File: src/rtl/core/chacha_pkg.sv
`default_nettype none
// ----------------------------------------------------------------------------
// chacha_pkg
// Types, constants and quarter-round helpers shared by the ChaCha20 core.
// ----------------------------------------------------------------------------
package chacha_pkg;

   typedef logic [15:0][31:0] state_type;
   typedef logic [3:0][31:0]  quarter_type;

   localparam int unsigned CSR_ADDR_W = 6;
   localparam int unsigned CSR_DATA_W = 64;

   typedef enum logic [2:0] {
      REG_KEY_01   = 3'd0,
      REG_KEY_23   = 3'd1,
      REG_KEY_45   = 3'd2,
      REG_KEY_67   = 3'd3,
      REG_NONCE_01 = 3'd4,
      REG_NONCE_2  = 3'd5
   } reg_index_type;

   localparam logic [31:0] SIGMA_0 = 32'h6170_7865;
   localparam logic [31:0] SIGMA_1 = 32'h3320_646e;
   localparam logic [31:0] SIGMA_2 = 32'h7962_2d32;
   localparam logic [31:0] SIGMA_3 = 32'h6b20_6574;

   localparam int unsigned ROT_1 = 16;
   localparam int unsigned ROT_2 = 12;
   localparam int unsigned ROT_3 = 8;
   localparam int unsigned ROT_4 = 7;

   function automatic logic [31:0] rotl(input logic [31:0] x, input int unsigned n);
      return (x << n) | (x >> (32 - n));
   endfunction

   // One half of a quarter round: two add/xor/rotate steps.
   function automatic quarter_type half_qr(input quarter_type w, input logic second_half);
      logic [31:0] a, b, c, d;
      quarter_type r;
      a = w[0];
      b = w[1];
      c = w[2];
      d = w[3];
      a = a + b;
      d = d ^ a;
      d = second_half ? rotl(d, ROT_3) : rotl(d, ROT_1);
      c = c + d;
      b = b ^ c;
      b = second_half ? rotl(b, ROT_4) : rotl(b, ROT_2);
      r[0] = a;
      r[1] = b;
      r[2] = c;
      r[3] = d;
      return r;
   endfunction

   // Word indexes of quarter q; diag selects the diagonal pattern.
   function automatic logic [3:0] word_a(input logic [1:0] q);
      return {2'b00, q};
   endfunction

   function automatic logic [3:0] word_b(input logic [1:0] q, input logic diag);
      logic [1:0] col;
      col = q + {1'b0, diag};
      return {2'b01, col};
   endfunction

   function automatic logic [3:0] word_c(input logic [1:0] q, input logic diag);
      logic [1:0] col;
      col = q + {diag, 1'b0};
      return {2'b10, col};
   endfunction

   function automatic logic [3:0] word_d(input logic [1:0] q, input logic diag);
      logic [1:0] col;
      col = q + {diag, diag};
      return {2'b11, col};
   endfunction

endpackage
`default_nettype wire

File: src/rtl/core/chacha_round_stage.sv
`default_nettype none
// ----------------------------------------------------------------------------
// chacha_round_stage
// One pipeline stage: half of a column or diagonal round on all four
// quarters, with the block counter and valid bit carried alongside.
// ----------------------------------------------------------------------------
module chacha_round_stage #(
   parameter int unsigned PHASE = 0
) (
   input  wire                     clock,
   input  wire                     reset,
   input  wire                     advance,
   input  wire                     in_valid,
   input  wire chacha_pkg::state_type in_state,
   input  wire  [31:0]             in_counter,
   output logic                    out_valid,
   output chacha_pkg::state_type   out_state,
   output logic [31:0]             out_counter
);

   localparam logic SECOND_HALF = (PHASE % 2) == 1;
   localparam logic DIAGONAL    = PHASE >= 2;

   chacha_pkg::state_type state_in;
   logic                  valid_ff;
   chacha_pkg::state_type state_ff;
   logic [31:0]           counter_ff;

   always_comb begin
      chacha_pkg::quarter_type qw;
      chacha_pkg::quarter_type qr;
      state_in = in_state;
      for (int q = 0; q < 4; q++) begin
         qw[0] = in_state[chacha_pkg::word_a(2'(q))];
         qw[1] = in_state[chacha_pkg::word_b(2'(q), DIAGONAL)];
         qw[2] = in_state[chacha_pkg::word_c(2'(q), DIAGONAL)];
         qw[3] = in_state[chacha_pkg::word_d(2'(q), DIAGONAL)];
         qr = chacha_pkg::half_qr(qw, SECOND_HALF);
         state_in[chacha_pkg::word_a(2'(q))]           = qr[0];
         state_in[chacha_pkg::word_b(2'(q), DIAGONAL)] = qr[1];
         state_in[chacha_pkg::word_c(2'(q), DIAGONAL)] = qr[2];
         state_in[chacha_pkg::word_d(2'(q), DIAGONAL)] = qr[3];
      end
   end

   always_ff @(posedge clock) begin
      if (reset) begin
         valid_ff <= 1'b0;
      end else if (advance) begin
         valid_ff <= in_valid;
      end
   end

   always_ff @(posedge clock) begin
      if (advance) begin
         state_ff   <= state_in;
         counter_ff <= in_counter;
      end
   end

   assign out_valid   = valid_ff;
   assign out_state   = state_ff;
   assign out_counter = counter_ff;

endmodule
`default_nettype wire

File: config.mk
export PLATFORM = sky130hd
export DESIGN_NAME = chacha_round_stage
export DESIGN_NICKNAME = d
export VERILOG_FILES = /design/src/rtl/core/chacha_pkg.sv /design/src/rtl/core/chacha_round_stage.sv
export SDC_FILE = /design/constraint.sdc
export NUM_CORES = 1
export LEC_CHECK = 0
export BUFFER_PORTS_ARGS = -buffer_cell sky130_fd_sc_hd__buf_2
export CELL_PAD_IN_SITES_DETAIL_PLACEMENT = 1
export CELL_PAD_IN_SITES_GLOBAL_PLACEMENT = 2
export CORE_AREA = 4 4 420 422
export DETAILED_ROUTE_END_ITERATION = 12
export DIE_AREA = 0 0 424 426
export PLACE_DENSITY = 0.61
export SYNTH_ARGS = -nofsm -noshare
export SYNTH_HDL_FRONTEND = slang
export SYNTH_SLANG_ARGS = --single-unit
File: constraint.sdc
create_clock -name clock -period 7.47 [get_ports clock]
set_clock_uncertainty 0.1 [all_clocks]
set_input_delay 0.3735 -clock clock [delete_from_list [all_inputs] [get_ports clock]]
set_output_delay 0.3735 -clock clock [all_outputs]
set_load 0.1 [all_outputs]
==> impl_results.md <==
* Final instance area at 44400 um^2
* Io pins at approximately 1100
* Slew @ Worst Pin at 896 ps
* Util after Layout at 0.256
* DRC errors left at 0
* Fillcell total at 19771
* Setup_tns at 0 ps
* Buf/Inv on CP at 3
* Maximum VDD drop at 276 uV
* Die X-Extent at 424 um
* Detailed Route WL at 157000 um
* Initial Utilization at 0.176
* Synthesized Nets at 3190
* Mapped cell area at around 30000 um^2
* Layout net count at 4662
* Number of enable flip-flop cells after synthesis at between 500 and 600
* Worst slew margin at 0.403
* Most common cell after layout, fill and taps aside: buf_2
* Die area at between 150000 and 200000 um^2
* Post-CTS sizing at 0
* Gp weighted congestion at 0.904
* Total CTS buffers at 72
* Skew-Pair Late Insertion Delay at just under 700 ps
* FP Rows at 153
* CP arrival at 7370 ps
* Main synth FF type: edfxtp_1
* Leakage at 0.0191 uW
* Cell family with most CP delay: compound AO/OA/AOI/OAI gates
* RSZ-0062 raised after global routing: no
* Root Buffer: clkbuf_16
* Largest net degree at the start of global routing at 136
* Status: complete, no violations
* Total congestion overflow at 0
* Worst EP required at 7790 ps
* Post-detail-place hpwl at roughly 130000 um
* Power Total at 19700 uW
* Worst setup path class: in -> reg
* Post-CTS setup buffer count at 0
* Vias at 26268
* Synth warn at 0
* Post-DP Area at 39000 um^2
* Vias/cell at ~4.2
* Critical path's slowest cell: dlygate4sd3_1
* Synth unique cells at 81
* Area delta synth->final at 45.9%
* Worst Path Max Fanout at 5
* Pwr Density at 444 nW/um^2
* Drt pass-1 iters at 5
* Max Fclk at ~0.14 GHz
* Initial antenna violation count at between 40 and 50
* # H-tree levels at 3
* Startpoint types: primary input
* First-pass GRT wire length at 213000 um
* Register Area at 16400 um^2
* ANT nets after route at 0
* Post-synthesis sequential area ratio at 0.538
* Crit path capture type: register
* CTS Sinks at 545
* Longest Clk Path Bufs at 3
* Vias in the first global route at 27550
* Fin crit share at 0.943
* # port buffers at about 1100
* Dpl ws at 286 ps
* Layout cell share with drive strength beyond 1 at 0.321
* Die height at roughly 430 um
* Syn Inst Count at 2386
* GRT Resource Usage Total at 0.166
* Crit-path max cell delay at 540 ps
* Worst-path clk slew at 60 ps
* Total of max-cap violations at 0
* Max Slew Vio Count at 0
* CTS Hold Bufs at 287
* Final setup fails at 0
* Core Footprint at about 170000 um^2
* Routed WL per cell at roughly 25 um
* Syn_area_per_cell at 12.7 um^2
* Initial DRC count at 1791
* HP Class: in -> reg
* Most common cell on crit path: ha_1
* Hold Vio Cnt, Final at 0
* Worst setup margin at roughly 420 ps
* Min Tclk post-route at slightly above 7000 ps
* Commonest cells after routing, fill and taps aside: buf_2 (1091), edfxtp_1 (544), xor2_1 (311), dlygate4sd3_1 (287), ha_1 (248)
* Asr flop ratio synth at 0
* CTS tree: yes
* Multi-input logic area at 13700 um^2
* #FFs+latches synth at between 500 and 600
## where the power goes
group	internal [uW]	switching, uW	total [uW]
registers	4590	250	4840
logic	2060	9120	11200
clock network	2200	1480	3680
## state kept, by name (all words and copies together) (netlist names)
signal	flops
out_valid	1
out_counter	32
out_state	512
## per-layer routing
metal / global-route usage / wire [um] / up-vias
met2: 0.293 / 79200 / 902
met1: 0.199 / 63700 / 13142
met3: 0.0309 / 8790 / 212
li1: - / - / 12002
met5: 0 / 75 / -
met4: 0.0629 / 5340 / 10
## logic make-up after synthesis
logic type / share of synthesized area
AOI/OAI and AO/OA: 0.140
DFF: 0.538
xor gates and xnor gates: 0.144
and+or+nand+nor: 0.0596
adders and majority gates: 0.107
buffers and inverters: 0.0101
muxes: 0.000658
## worst paths after layout
kind	startpoint	endpoint	slack, ps	depth (start not counted)
setup / recovery	in_state[0]	out_state[139]$_DFFE_PP_	420	26
hold / removal	in_state[483]	out_state[499]$_DFFE_PP_	60	2
setup reg to reg	out_valid$_SDFFE_PP0P_	out_valid$_SDFFE_PP0P_	6240	3
hold reg to reg	out_valid$_SDFFE_PP0P_	out_valid$_SDFFE_PP0P_	940	3
## stage by stage
stage                     cells  hold slack, ps
after floorplan            2386             346
after global placement     5822             372
after detailed placement   5822             394
after CTS                  6237            3.58
after global routing       6259            28.3
final                      6263            64.0
## cells in the mapped netlist, types with 27 or more instances
library cell	instances	share of area
nor3_1	27	0.0044
inv_1	68	0.0084
nor2_1	127	0.016
nand2_1	76	0.0094
nand3_1	32	0.0053
ha_1	248	0.10
xor2_1	311	0.090
o21bai_1	27	0.0067
o21a_1	31	0.0077
o21ai_0	91	0.015
a21o_1	125	0.031
xnor2_1	169	0.049
a21oi_1	183	0.030
edfxtp_1	544	0.54
## area by class of cell
class,instances,share of cell area
Clock buffer,87,0.0428
Tap cell,2325,0.0656
Antenna cell,26,0.00147
Clock inverter,41,0.0115
Inverter,68,0.00575
Multi-Input combinational cell,1760,0.310
Timing Repair Buffer,1411,0.194
Sequential cell,545,0.369
## worst reg2reg max path: cells and delay by family (launching register included)
| family | cells | cell delay [ps] |
|---|---|---|
| buffers and inverters | 1 | 550 |
| multiplexers | 1 | 120 |
| flip-flops | 1 | 310 |
| AND/OR/NAND/NOR | 1 | 50 |
Note: power is estimated with default switching activity, not from simulation.
